## config.mk

```make
export PLATFORM = sky130hd
export DESIGN_NAME = tcw_useq
export DESIGN_NICKNAME = d
export VERILOG_FILES = /design/src/design/tcw_pkg.sv /design/src/design/tcw_useq.sv
export VERILOG_INCLUDE_DIRS = /design/src /design/src/design
export SDC_FILE = /design/constraint.sdc
export NUM_CORES = 1
export LEC_CHECK = 0
export ABC_AREA = 0
export BUFFER_PORTS_ARGS = -buffer_cell sky130_fd_sc_hd__buf_2
export CAP_MARGIN = 20
export CORE_MARGIN = 2
export CORE_UTILIZATION = 50
export CTS_BUF_LIST = sky130_fd_sc_hd__clkbuf_4 sky130_fd_sc_hd__clkbuf_8
export DETAILED_ROUTE_END_ITERATION = 10
export PLACE_DENSITY_LB_ADDON = 0.1
export SYNTH_ARGS = -nofsm -noshare
export SYNTH_HDL_FRONTEND = slang
export SYNTH_SLANG_ARGS = --single-unit
```

## constraint.sdc

```tcl
create_clock -name clk -period 2.2 [get_ports clk]
set_input_delay 0.11 -clock clk [delete_from_list [all_inputs] [get_ports clk]]
set_output_delay 0.11 -clock clk [all_outputs]
set_load 0.005 [all_outputs]
```

## src/design/text_console_writer_unit_assert.svh

```systemverilog
// assertion macros for the text console writer unit
// used by the sequencer and the datapath; no other dependencies
`ifndef TEXT_CONSOLE_WRITER_UNIT_ASSERT_SVH
`define TEXT_CONSOLE_WRITER_UNIT_ASSERT_SVH

`ifndef ASSERT_OFF

// same-cycle implication
`define TCW_ASSERT_IMP(lbl, clk, rst_n, ante, cons) \
	lbl: assert property (@(posedge clk) disable iff (!rst_n) (ante) |-> (cons)) \
		else $error("tcw: same-cycle check failed");

// next-cycle implication
`define TCW_ASSERT_NXT(lbl, clk, rst_n, ante, cons) \
	lbl: assert property (@(posedge clk) disable iff (!rst_n) (ante) |=> (cons)) \
		else $error("tcw: next-cycle check failed");

`else

`define TCW_ASSERT_IMP(lbl, clk, rst_n, ante, cons)
`define TCW_ASSERT_NXT(lbl, clk, rst_n, ante, cons)

`endif

`endif

```

## src/design/tcw_pkg.sv

```systemverilog
// shared constants, codes and types of the text console writer unit
// no dependencies
package tcw_pkg;

	// screen geometry
	localparam int COLUMNS    = 80;
	localparam int ROWS       = 25;
	localparam int CELL_COUNT = ROWS * COLUMNS;

	localparam int COL_W  = $clog2(COLUMNS);
	localparam int ROW_W  = (ROWS > 2) ? $clog2(ROWS) : 1;
	localparam int ADDR_W = $clog2(CELL_COUNT);
	localparam int CX_W   = COL_W + 1;

	// item field widths
	localparam int ACT_W  = 2;
	localparam int CHAR_W = 8;
	localparam int IDX_W  = 11;
	localparam int POS_W  = 11;
	localparam int ATTR_W = 8;
	localparam int CELL_W = ATTR_W + CHAR_W;

	// action codes
	localparam logic [ACT_W-1:0] ACT_PUT   = 2'd0;
	localparam logic [ACT_W-1:0] ACT_CLEAR = 2'd1;
	localparam logic [ACT_W-1:0] ACT_READ  = 2'd2;

	// character codes
	localparam logic [CHAR_W-1:0] CH_BS    = 8'd8;
	localparam logic [CHAR_W-1:0] CH_TAB   = 8'd9;
	localparam logic [CHAR_W-1:0] CH_LF    = 8'd10;
	localparam logic [CHAR_W-1:0] CH_CR    = 8'd13;
	localparam logic [CHAR_W-1:0] CH_SPACE = 8'h20;

	localparam logic [ATTR_W-1:0] RESET_ATTR = 8'h0F;

	// micro-operations driving the datapath
	typedef enum logic [3:0] {
		OP_NONE    = 4'd0,
		OP_PUT     = 4'd1,
		OP_CPINIT  = 4'd2,
		OP_COPY    = 4'd3,
		OP_FINIT   = 4'd4,
		OP_CLRINIT = 4'd5,
		OP_FILL    = 4'd6,
		OP_DONE    = 4'd7,
		OP_RDREQ   = 4'd8,
		OP_RDCAP   = 4'd9,
		OP_RSTINIT = 4'd10
	} uop_t;

	// jump conditions
	typedef enum logic [2:0] {
		C_NONE    = 3'd0,
		C_ALWAYS  = 3'd1,
		C_NSTART  = 3'd2,
		C_PUT     = 3'd3,
		C_CLEAR   = 3'd4,
		C_READ    = 3'd5,
		C_NSCROLL = 3'd6,
		C_NLAST   = 3'd7
	} ucond_t;

	localparam int UPC_W = 5;

	// program labels
	localparam logic [UPC_W-1:0] L_IDLE  = 5'd0;
	localparam logic [UPC_W-1:0] L_DISP  = 5'd1;
	localparam logic [UPC_W-1:0] L_DISP2 = 5'd2;
	localparam logic [UPC_W-1:0] L_DISP3 = 5'd3;
	localparam logic [UPC_W-1:0] L_NOP   = 5'd4;
	localparam logic [UPC_W-1:0] L_PUT   = 5'd5;
	localparam logic [UPC_W-1:0] L_CPINI = 5'd6;
	localparam logic [UPC_W-1:0] L_COPY  = 5'd7;
	localparam logic [UPC_W-1:0] L_FINI  = 5'd8;
	localparam logic [UPC_W-1:0] L_CLR   = 5'd9;
	localparam logic [UPC_W-1:0] L_FILL  = 5'd10;
	localparam logic [UPC_W-1:0] L_DONE  = 5'd11;
	localparam logic [UPC_W-1:0] L_RD    = 5'd12;
	localparam logic [UPC_W-1:0] L_RDCAP = 5'd13;
	localparam logic [UPC_W-1:0] L_RST   = 5'd14;
	localparam logic [UPC_W-1:0] L_RFILL = 5'd15;
	localparam logic [UPC_W-1:0] L_RDONE = 5'd16;

	typedef struct packed {
		uop_t             op;
		ucond_t           cond;
		logic [UPC_W-1:0] target;
	} uword_t;

	// sequencer to datapath
	typedef struct packed {
		uop_t op;
		logic accept;
	} ctrl_t;

	// datapath to sequencer
	typedef struct packed {
		logic act_put;
		logic act_clear;
		logic act_read;
		logic need_scroll;
		logic last;
	} stat_t;

endpackage

```

## src/design/tcw_useq.sv

```systemverilog
// microcode sequencer: program rom, step counter and jump logic
// depends on tcw_pkg and the assertion macro header
`include "text_console_writer_unit_assert.svh"

module tcw_useq
	import tcw_pkg::*;
(
	input  logic  clk,
	input  logic  arst_n,
	input  logic  start,
	input  stat_t stat,
	output ctrl_t ctrl,
	output logic  busy
);

	logic [UPC_W-1:0] upc_q;
	uword_t           word;
	logic             jump;

	// control program
	function automatic uword_t ucode(input logic [UPC_W-1:0] a);
		uword_t w;
		unique case (a)
			L_IDLE:  w = '{OP_NONE,    C_NSTART,  L_IDLE};
			L_DISP:  w = '{OP_NONE,    C_PUT,     L_PUT};
			L_DISP2: w = '{OP_NONE,    C_CLEAR,   L_CLR};
			L_DISP3: w = '{OP_NONE,    C_READ,    L_RD};
			L_NOP:   w = '{OP_NONE,    C_ALWAYS,  L_DONE};
			L_PUT:   w = '{OP_PUT,     C_NSCROLL, L_DONE};
			L_CPINI: w = '{OP_CPINIT,  C_NONE,    L_IDLE};
			L_COPY:  w = '{OP_COPY,    C_NLAST,   L_COPY};
			L_FINI:  w = '{OP_FINIT,   C_ALWAYS,  L_FILL};
			L_CLR:   w = '{OP_CLRINIT, C_NONE,    L_IDLE};
			L_FILL:  w = '{OP_FILL,    C_NLAST,   L_FILL};
			L_DONE:  w = '{OP_DONE,    C_ALWAYS,  L_IDLE};
			L_RD:    w = '{OP_RDREQ,   C_NONE,    L_IDLE};
			L_RDCAP: w = '{OP_RDCAP,   C_ALWAYS,  L_DONE};
			L_RST:   w = '{OP_RSTINIT, C_NONE,    L_IDLE};
			L_RFILL: w = '{OP_FILL,    C_NLAST,   L_RFILL};
			L_RDONE: w = '{OP_NONE,    C_ALWAYS,  L_IDLE};
			default: w = '{OP_NONE,    C_ALWAYS,  L_IDLE};
		endcase
		return w;
	endfunction

	assign word = ucode(upc_q);
	assign busy = (upc_q != L_IDLE);

	// jump condition select
	always_comb begin
		unique case (word.cond)
			C_NONE:    jump = 1'b0;
			C_ALWAYS:  jump = 1'b1;
			C_NSTART:  jump = !start;
			C_PUT:     jump = stat.act_put;
			C_CLEAR:   jump = stat.act_clear;
			C_READ:    jump = stat.act_read;
			C_NSCROLL: jump = !stat.need_scroll;
			C_NLAST:   jump = !stat.last;
			default:   jump = 1'b0;
		endcase
	end

	assign ctrl.op     = word.op;
	assign ctrl.accept = (upc_q == L_IDLE) && start;

	// step counter, starting with the store clearing pass
	always_ff @(posedge clk or negedge arst_n) begin
		if (!arst_n) begin
			upc_q <= L_RST;
		end else if (jump) begin
			upc_q <= word.target;
		end else begin
			upc_q <= upc_q + UPC_W'(1);
		end
	end

	`TCW_ASSERT_NXT(a_accept_dispatch, clk, arst_n, ctrl.accept, upc_q == L_DISP)
	`TCW_ASSERT_NXT(a_done_to_idle, clk, arst_n, word.op == OP_DONE, !busy)

endmodule

```

* Word level (Yosys, flattened, before mapping)
Memories as Yosys holds them, arrays and structs flattened. Index checks and enable logic that the tools add are counted.
Word-level totals: register bits 5, word-level logic and storage cells 19, ROM bits 352, output and inout port bits 6, input bits 8, memories 1
Cells by class: equal/unequal tests 7, add/subtract/negate cells 1, mux-type cells 2, reductions and logical operators 7
Memories:
- (no name shown) | depth 32, bits a word 11, rd ports 1, clocked after Yosys merged registers in 0, wr ports 0, line tcw_useq.sv:23 | unique case (a)
Operator list (count):
- $eq A3 B3 Y1 const B | 4
- $pmux W1 S8 | 1
- $eq A3 B2 Y1 const B | 2
- $add A5 B1 Y5 const B | 1
- $logic_not A5 Y1 | 1
- $mux W5 | 1
- $reduce_bool A5 Y1 | 1
- $eq A3 B1 Y1 const B | 1
- $logic_not A1 Y1 | 3
- $logic_not A3 Y1 | 1
- $logic_and A1 B1 Y1 | 1

* Longest topological paths before layout
Gate-level depths: netlist of run 1. An unclocked memory read counts as a cell.
word-level depth 4, depth in mapped cells 9, gate-level depth less buffers 8

* Worst setup path before layout of run 1
OpenSTA, ideal clock, no wires.
path kind flip-flop to flip-flop, from reg upc_q[2], to reg upc_q[3], arrival time 2202 ps, data required time 2125 ps, path buffers 1, stages on the path, launching flop included 8, library setup time 75 ps, setup slack -77 ps, clock period less this slack 2277 ps, cells stage by stage dfstp_2 buf_6 mux2_4 and4b_1 a211o_1 a32oi_2 or4b_1 o211ai_2
Between the ends: word-level cells in the longest chain between the ends 4, elaborated cells on any way between the ends 12, those cells by class add/sub (1); eq/ne (7); mux (2); reduce/logical (1); memory (1)
Ends and longest elaborated chain:
- start, declared | line tcw_useq.sv:16 | logic [UPC_W-1:0] upc_q;
- start signal, assigned | line tcw_useq.sv:72 | upc_q <= word.target;
- start signal, assigned | line tcw_useq.sv:74 | upc_q <= upc_q + UPC_W'(1);
- $mem_v2 Z32 W11
- $eq A3 B3 Y1 (tied with other cells) | line tcw_useq.sv:51 | unique case (word.cond)
- $pmux W1 S8 | line tcw_useq.sv:51
- $mux W5 (*) | line tcw_useq.sv:71 | end else if (jump) begin
Every way passes the cells marked *; elsewhere a longest branch is shown, timed or not.

* Final worst setup path of run 1
Ends and elaborated chain as after synthesis.

==> results of run 1 <==
-- final timing paths --
kind                       cells past startpoint     start  endpoint
max in group asynchronous                      2    arst_n  upc_q[1]
min in group clk                               6   stat[2]  upc_q[3]
min                                            2    arst_n  upc_q[4]
max                                            6  upc_q[2]  upc_q[3]
min reg2reg                                    3  upc_q[0]  upc_q[3]
max reg2reg                                    6  upc_q[2]  upc_q[3]
-- cell type report --
class	count	area (um^2)	share of cell area (%)
clock buffer	4	30.0	3.43
inverter	6	22.5	2.57
multi-input combinational	69	547	62.4
sequential	5	130	14.9
tap	15	18.8	2.14
timing repair buffer	21	128	14.6
-- metrics by stage --
stage	instance area [um^2]	TNS (ns)	instances	hold slack, ns	power [mW]
after global routing	876	-0.276	120	0.226	1.72
after global placement	796	-0.00819	114	-0.0664	1.30
after floorplan	693	0	85	-0.186	1.01
final	876	-0.00909	120	0.195	1.57
after detailed placement	796	-0.0292	114	-0.0652	1.32
after CTS	853	-0.0109	119	0.195	1.50
-- routing by layer --
| metal | share of wire, % | GRT usage, % | up-vias |
|---|---|---|---|
| li1 | - | - | 341 |
| met5 | 0 | 0 | - |
| met3 | 6.0 | 8.15 | 2 |
| met2 | 47 | 40.2 | 19 |
| met1 | 46 | 29.9 | 314 |
| met4 | 0.84 | 4.84 | 0 |
-- cells in the mapped netlist (2+ instances only) --
cell type / instances / area, um^2
mux2_2: 2 / 22.5
ha_1: 11 / 138
buf_1: 2 / 7.51
nor2_1: 8 / 30.0
dfrtp_1: 2 / 50.1
dfstp_2: 3 / 78.8
nand2b_1: 4 / 25.0
nand2_1: 10 / 37.5
clkbuf_1: 2 / 7.51
o21ai_0: 3 / 15.0
mux2i_1: 2 / 20.0
a21oi_1: 5 / 25.0
nor3_1: 3 / 15.0
nand3_1: 2 / 10.0
inv_1: 6 / 22.5
and2_1: 2 / 12.5
-- logic make-up after synthesis --
family	count (synthesis)	share of synthesized area (%)
multiplexers	5	8.36
AO/OA/AOI/OAI	16	17.6
flip-flops	5	18.7
buffers and inverters	11	7.09
AND/OR/NAND/NOR	37	28.2
adder cells (fa/ha/maj)	11	20.0
-- worst register-to-register path, stage by stage (launching register included) --
cell and delay (ns):
dfstp_2 0.60, mux2_4 0.35, and4b_1 0.18, a211o_1 0.24, a32oi_2 0.23, or4b_4 0.49, o211ai_2 0.07
-- power breakdown --
group	internal, mW	total [mW]	switching (mW)
registers	0.162	0.246	0.0832
clock network	0.0815	0.128	0.0468
logic	0.605	1.19	0.588
-- repair_timing --
item / in CTS / in global routing
buffers inserted: 0 / 1
pin swaps: 1 / 2
hold endpoints to repair: 5 / 0
resized for setup: 3 / 6
hold buffers: 1 / 0
setup endpoints to repair: 2 / 4
==> out/qor.csv, run 1 <==
metric,value,unit
WL/cell,13.8,um
clock sink count,5,
Worst path slowest cell,dfstp_2,
max reg flops,5,
num rows,13,
Final Slew Violations,0,
Synth Flop Type,dfstp_2,
Mapped Cells,85,
sequential area share after synthesis,18.7,%
DR pass1 iterations,4,
clock buffer depth,2,
"CP delay by family, top",simple AND/OR/NAND/NOR gates,
Max-slew headroom,79.1,%
Max Cap Viol,0,
worst vdd ir,0.903,mV
post-detail-place hpwl,1.27,mm
crit end category,flip-flop,
"Reg clk slew, reported paths",0.05,ns
"leading cell type in the layout, fill and taps excluded",buf_2,
routability cong.,0.934,
leakage power,0.420,nW
warnings from Yosys,0,
nets,125,
Buffers on Ports,13,
Fmax,0.453,GHz
clk_skew,0.0124,ns
CTS tree,yes,
Mean Syn Cell Area,8.10,um^2
Yosys reg bits,5,
I/O pins,14,
Fin. Hold Viols,0,
CP required,2.39,ns
grt total ovfl,0,
starting density of the core,52.9,%
final core occ,67.3,%
H-tree depth,1,
Slew @ Worst Pin,0.313,ns
Power Density,1790,nW/um^2
Synth Cell Area,688,um^2
GRT Total Usage,24.1,%
Die Ht,41.1,um
DRC marker count from the first detailed-route iteration,12,
number of synthesized flops with an enable pin,0,
post-route setup slack,-0.00909,ns
Setup crit start kind,flip-flop,
CP cell instances,mux2_4 > and4b_1 > a211o_1 > a32oi_2 > or4b_4 > o211ai_2,
HP Class,primary input to async pin,
number of diodes,0,
Die W,41.1,um
Setup-failing EPs final,1,
layout cells sized above 1,40.0,%
WP data arrival,2.40,ns
R2R Setup Slk,-0.009,ns
Post-Syn Nets,104,
CTS root buf,clkbuf_4,
CP Class,flip-flop to flip-flop,
Tmin final,2.21,ns
Post-Route WL,1.66,mm
most frequent cells in the layout,"13 x buf_2, 10 x nand2_1, 9 x ha_1",
violated checks,setup timing,
antenna-violating nets left,0,
Avg Vias per Cell,5.63,
vias in the first global route,577,
DRC viols,0,
outcome,"complete, but fails checks",
CTS Buf Count,3,
RSZ-0062 raised after global routing,yes,
Synth-to-Final Area Change,27.3,%
Biggest register,upc_q,
crit path max fanout,5,
fillers,114,
share of flip-flops with an asynchronous set or reset,100,%
library cells used by synthesis,34,
Regs by FF count,upc_q x5,
largest net degree at the start of global routing,16,
die area,1690,um^2
Vias,676,
first-pass GRT wire length,2.55,mm
worst stage delay on the critical path,0.60,ns
fin crit share,100,%
Core Area,1300,um^2
"Clk Latency, worst-skew pair",0.26,ns
pre-CTS setup slack,-0.0252,ns
initial antenna violation count,0,
critical path buffer and inverter count,0,
Power figures use the tool's default switching activity.
==> run 2: changes to the inputs <==
--- a/config.mk
+++ b/config.mk
@@ -6,11 +6,11 @@
 export SDC_FILE = /design/constraint.sdc
 export NUM_CORES = 1
 export LEC_CHECK = 0
-export ABC_AREA = 0
+export ABC_AREA = 1
 export BUFFER_PORTS_ARGS = -buffer_cell sky130_fd_sc_hd__buf_2
 export CAP_MARGIN = 20
 export CORE_MARGIN = 2
-export CORE_UTILIZATION = 50
+export CORE_UTILIZATION = 51
 export CTS_BUF_LIST = sky130_fd_sc_hd__clkbuf_4 sky130_fd_sc_hd__clkbuf_8
 export DETAILED_ROUTE_END_ITERATION = 10
 export PLACE_DENSITY_LB_ADDON = 0.1
==> run 2 against run 1 <==
  * The flow now finishes without violations
  * Global-route usage decreased by 3.0 points
  * Critical path depth increased by 4
  * Clock power decreased by 4%
  * Count of clock-buffer cells in the layout unchanged
  * Sequential share of layout area increased by 0.45 points
  * Non-clock buffer count decreased by 7
  * Maximum frequency increased by 17%
  * Utilization decreased by 3.4 points
  * Sequential cell count unchanged
  * Setup slack improved by 0.32 ns
  * Synthesized cell count increased by 19%
  * Die area increased by 3.0%
  * Critical path type unchanged
  * Largest cell class unchanged
  * Largest power group unchanged
==> out/qor.csv, run 2 <==
metric,value,unit,change
first-pass GRT wire length,2.84,mm,+12%
area fraction of the dominant cell type after synthesis,19.0,%,-1.0 points
"leading cell type in the layout, fill and taps excluded",nand2_1,,
number of synthesized flops with an enable pin,0,,unchanged
GRT Total Usage,21.1,%,-3.0 points
setup_tns,0,ns,+0.00909 ns
worst stage delay on the critical path,0.67,ns,+0.07 ns
RSZ-0062 raised after global routing,no,,
Buffers on Ports,13,,unchanged
hold_buf cts,1,,unchanged
Final Slew Violations,0,,unchanged
I/O pins,14,,unchanged
CTS Buf Count,3,,unchanged
Adder-Cell Fraction of Synth Area,19.0,%,-1.0 points
simple-gate share of the synthesized area,41.4,%,+13 points
Tmin final,1.89,ns,-0.322 ns
H-tree depth,1,,unchanged
Setup-failing EPs final,0,,-1
hold slack,0.216,ns,+0.0213 ns
outcome,"finished, final reports clean",,
routability cong.,0.942,,+0.90%
grt total ovfl,0,,unchanged
Power Density,1850,nW/um^2,+3.6%
final core occ,63.9,%,-3.4 points
fin crit share,85.8,%,-15 points
max reg flops,5,,unchanged
largest family of logic cells by synthesized area,simple AND/OR/NAND/NOR gates,,
Mean Syn Cell Area,7.19,um^2,-11%
R2R Path End,upc_q[0],,
CTS root buf,clkbuf_4,,
post-synthesis compound-gate area fraction,10.5,%,-7.1 points
starting density of the core,55.1,%,+2.2 points
reg2reg path depth,10,,+4
Fin. Hold Viols,0,,unchanged
initial antenna violation count,0,,unchanged
num rows,13,,unchanged
Core Area,1320,um^2,+1.2%
"Clk Latency, worst-skew pair",0.25,ns,about the same
clk_skew,0.00768,ns,-0.00474 ns
library cells used by synthesis,28,,-18%
leakage power,0.467,nW,+11%
Max Cap Viol,0,,unchanged
area of placed instances,802,um^2,+0.79%
DR pass1 iterations,4,,unchanged
DRC viols,0,,unchanged
Setup crit start kind,flip-flop,,
Yosys reg bits,5,,unchanged
Resized Gates After CTS,0,,-3
crit end category,flip-flop,,
Mapped Cells,101,,+19%
vias in the first global route,635,,+10%
nets,138,,+10%
largest net degree at the start of global routing,12,,-4
Worst path slowest cell,dfstp_2,,
share of flip-flops with an asynchronous set or reset,100,%,unchanged
clock sink count,5,,unchanged
most frequent cells in the layout,"24 x nand2_1, 13 x buf_2, 12 x inv_1",,
post-detail-place hpwl,1.36,mm,+7.0%
DRC marker count from the first detailed-route iteration,25,,+13
die area,1740,um^2,+3.0%
Post-Syn Nets,120,,+15%
worst vdd ir,1.01,mV,+11%
fin area,842,um^2,-3.9%
layout cells sized above 1,31.4,%,-8.6 points
CP Class,flip-flop to flip-flop,,
warnings from Yosys,0,,unchanged
most common cell in the synthesized netlist,nand2_1,,
HP Class,primary input to async pin,,
number of diodes,0,,unchanged
Fmax,0.530,GHz,+17%
Max-slew headroom,80.0,%,+0.83 points
R2R Setup Slk,0.31,ns,+0.32 ns
multiplexer share of the synthesized area,0,%,-8.4 points
antenna-violating nets left,0,,unchanged
WP data arrival,2.01,ns,-0.39 ns
CTS tree,yes,,
top post-synthesis cells by area,"ha_1 19%, nand2_1 12%, dfstp_2 11%",,
reg2reg start,upc_q[2],,
Avg Vias per Cell,5.57,,-1.1%
Vias,741,,+9.6%
"Reg clk slew, reported paths",0.05,ns,about the same
CP required,2.33,ns,-0.06 ns
Regs by FF count,upc_q x5,,
Synth Flop Type,dfstp_2,,
sequential area share after synthesis,17.8,%,-0.97 points
Slew @ Worst Pin,0.297,ns,-0.0156 ns
CP cell instances,inv_4 > ha_1 > inv_1 > nand2_1 > nand3_1 > nand3_2 > nand2_4 > nand3_4 > nand2_1 > nand2_1,,
Die Ht,41.7,um,+1.5%
CP most frequent cell,nand2_1,,
Die W,41.7,um,+1.5%
Synth Cell Area,726,um^2,+5.5%
post-synthesis xor/xnor area fraction,1.21,%,+1.2 points
Synth-to-Final Area Change,16.0,%,
Yosys top cell by area,ha_1,,
WL/cell,12.8,um,-7.8%
Post-CTS Setup Inserts,0,,unchanged
Post-synth top cells,"24 x nand2_1, 12 x inv_1, 11 x ha_1",,
Biggest register,upc_q,,
crit path max fanout,11,,+6
clock buffer depth,2,,unchanged
Post-Route WL,1.70,mm,+2.2%
-- run 2: power by group --
part           internal [mW]  leakage [nW]  total [mW]  switching (mW)
Sequential             0.166        0.0574       0.280           0.114
Clock                 0.0812        0.0184       0.123          0.0419
Combinational          0.443         0.391        1.16           0.715
-- run 2: kinds of logic after synthesis --
| kind of cell | Yosys count |
|---|---|
| xor+xnor | 1 |
| buf+inv | 18 |
| fa+ha+maj | 11 |
| flops | 5 |
| compound gates | 12 |
| simple gates | 54 |
-- run 2: layout make-up --
type	instances	area, um^2
Clock buffer	4	30.0
Fill cell	126	475
Inverter	17	66.3
Multi-Input combinational cell	78	523
Sequential cell	5	129
Tap cell	15	18.8
Timing Repair Buffer	14	75.1
-- run 2: metrics by stage --
stage | setup WS [ns] | cells | total power [mW]
after global routing | 0.162 | 133 | 1.72
after detailed placement | 0.348 | 128 | 1.43
final | 0.313 | 133 | 1.56
after global placement | 0.379 | 128 | 1.42
after CTS | 0.332 | 133 | 1.56
after floorplan | 0.549 | 101 | 1.16
-- run 2: worst max-delay path by stage --
stage	startpoint	end	depth (start not counted)
6_report	upc_q[2]	upc_q[0]	10
5_1_grt	upc_q[2]	upc_q[0]	10
4_1_cts	upc_q[2]	upc_q[0]	10
3_5_place_dp	upc_q[2]	upc_q[0]	10
3_3_place_gp	upc_q[2]	upc_q[0]	10
2_1_floorplan	upc_q[2]	upc_q[0]	10
-- run 2: metal layers --
metal  global-route usage (%)  routed length [um]  vias to the layer above  part of all wire, %
li1                         -                   -                      366                    -
met1                     29.4                 728                      343                   43
met2                     33.1                 815                       32                   48
met3                     6.52                 153                        0                  9.0
met4                     1.94                   0                        0                    0
met5                        0                   0                        -                    0
-- run 2: worst max-delay path, delay by kind of cell, from the launching register on --
| kind | cells | cell delay, ns |
|---|---|---|
| AND/OR/NAND/NOR | 7 | 0.66 |
| adder cells (fa/ha/maj) | 1 | 0.21 |
| flip-flops | 1 | 0.67 |
| buffers and inverters | 2 | 0.21 |
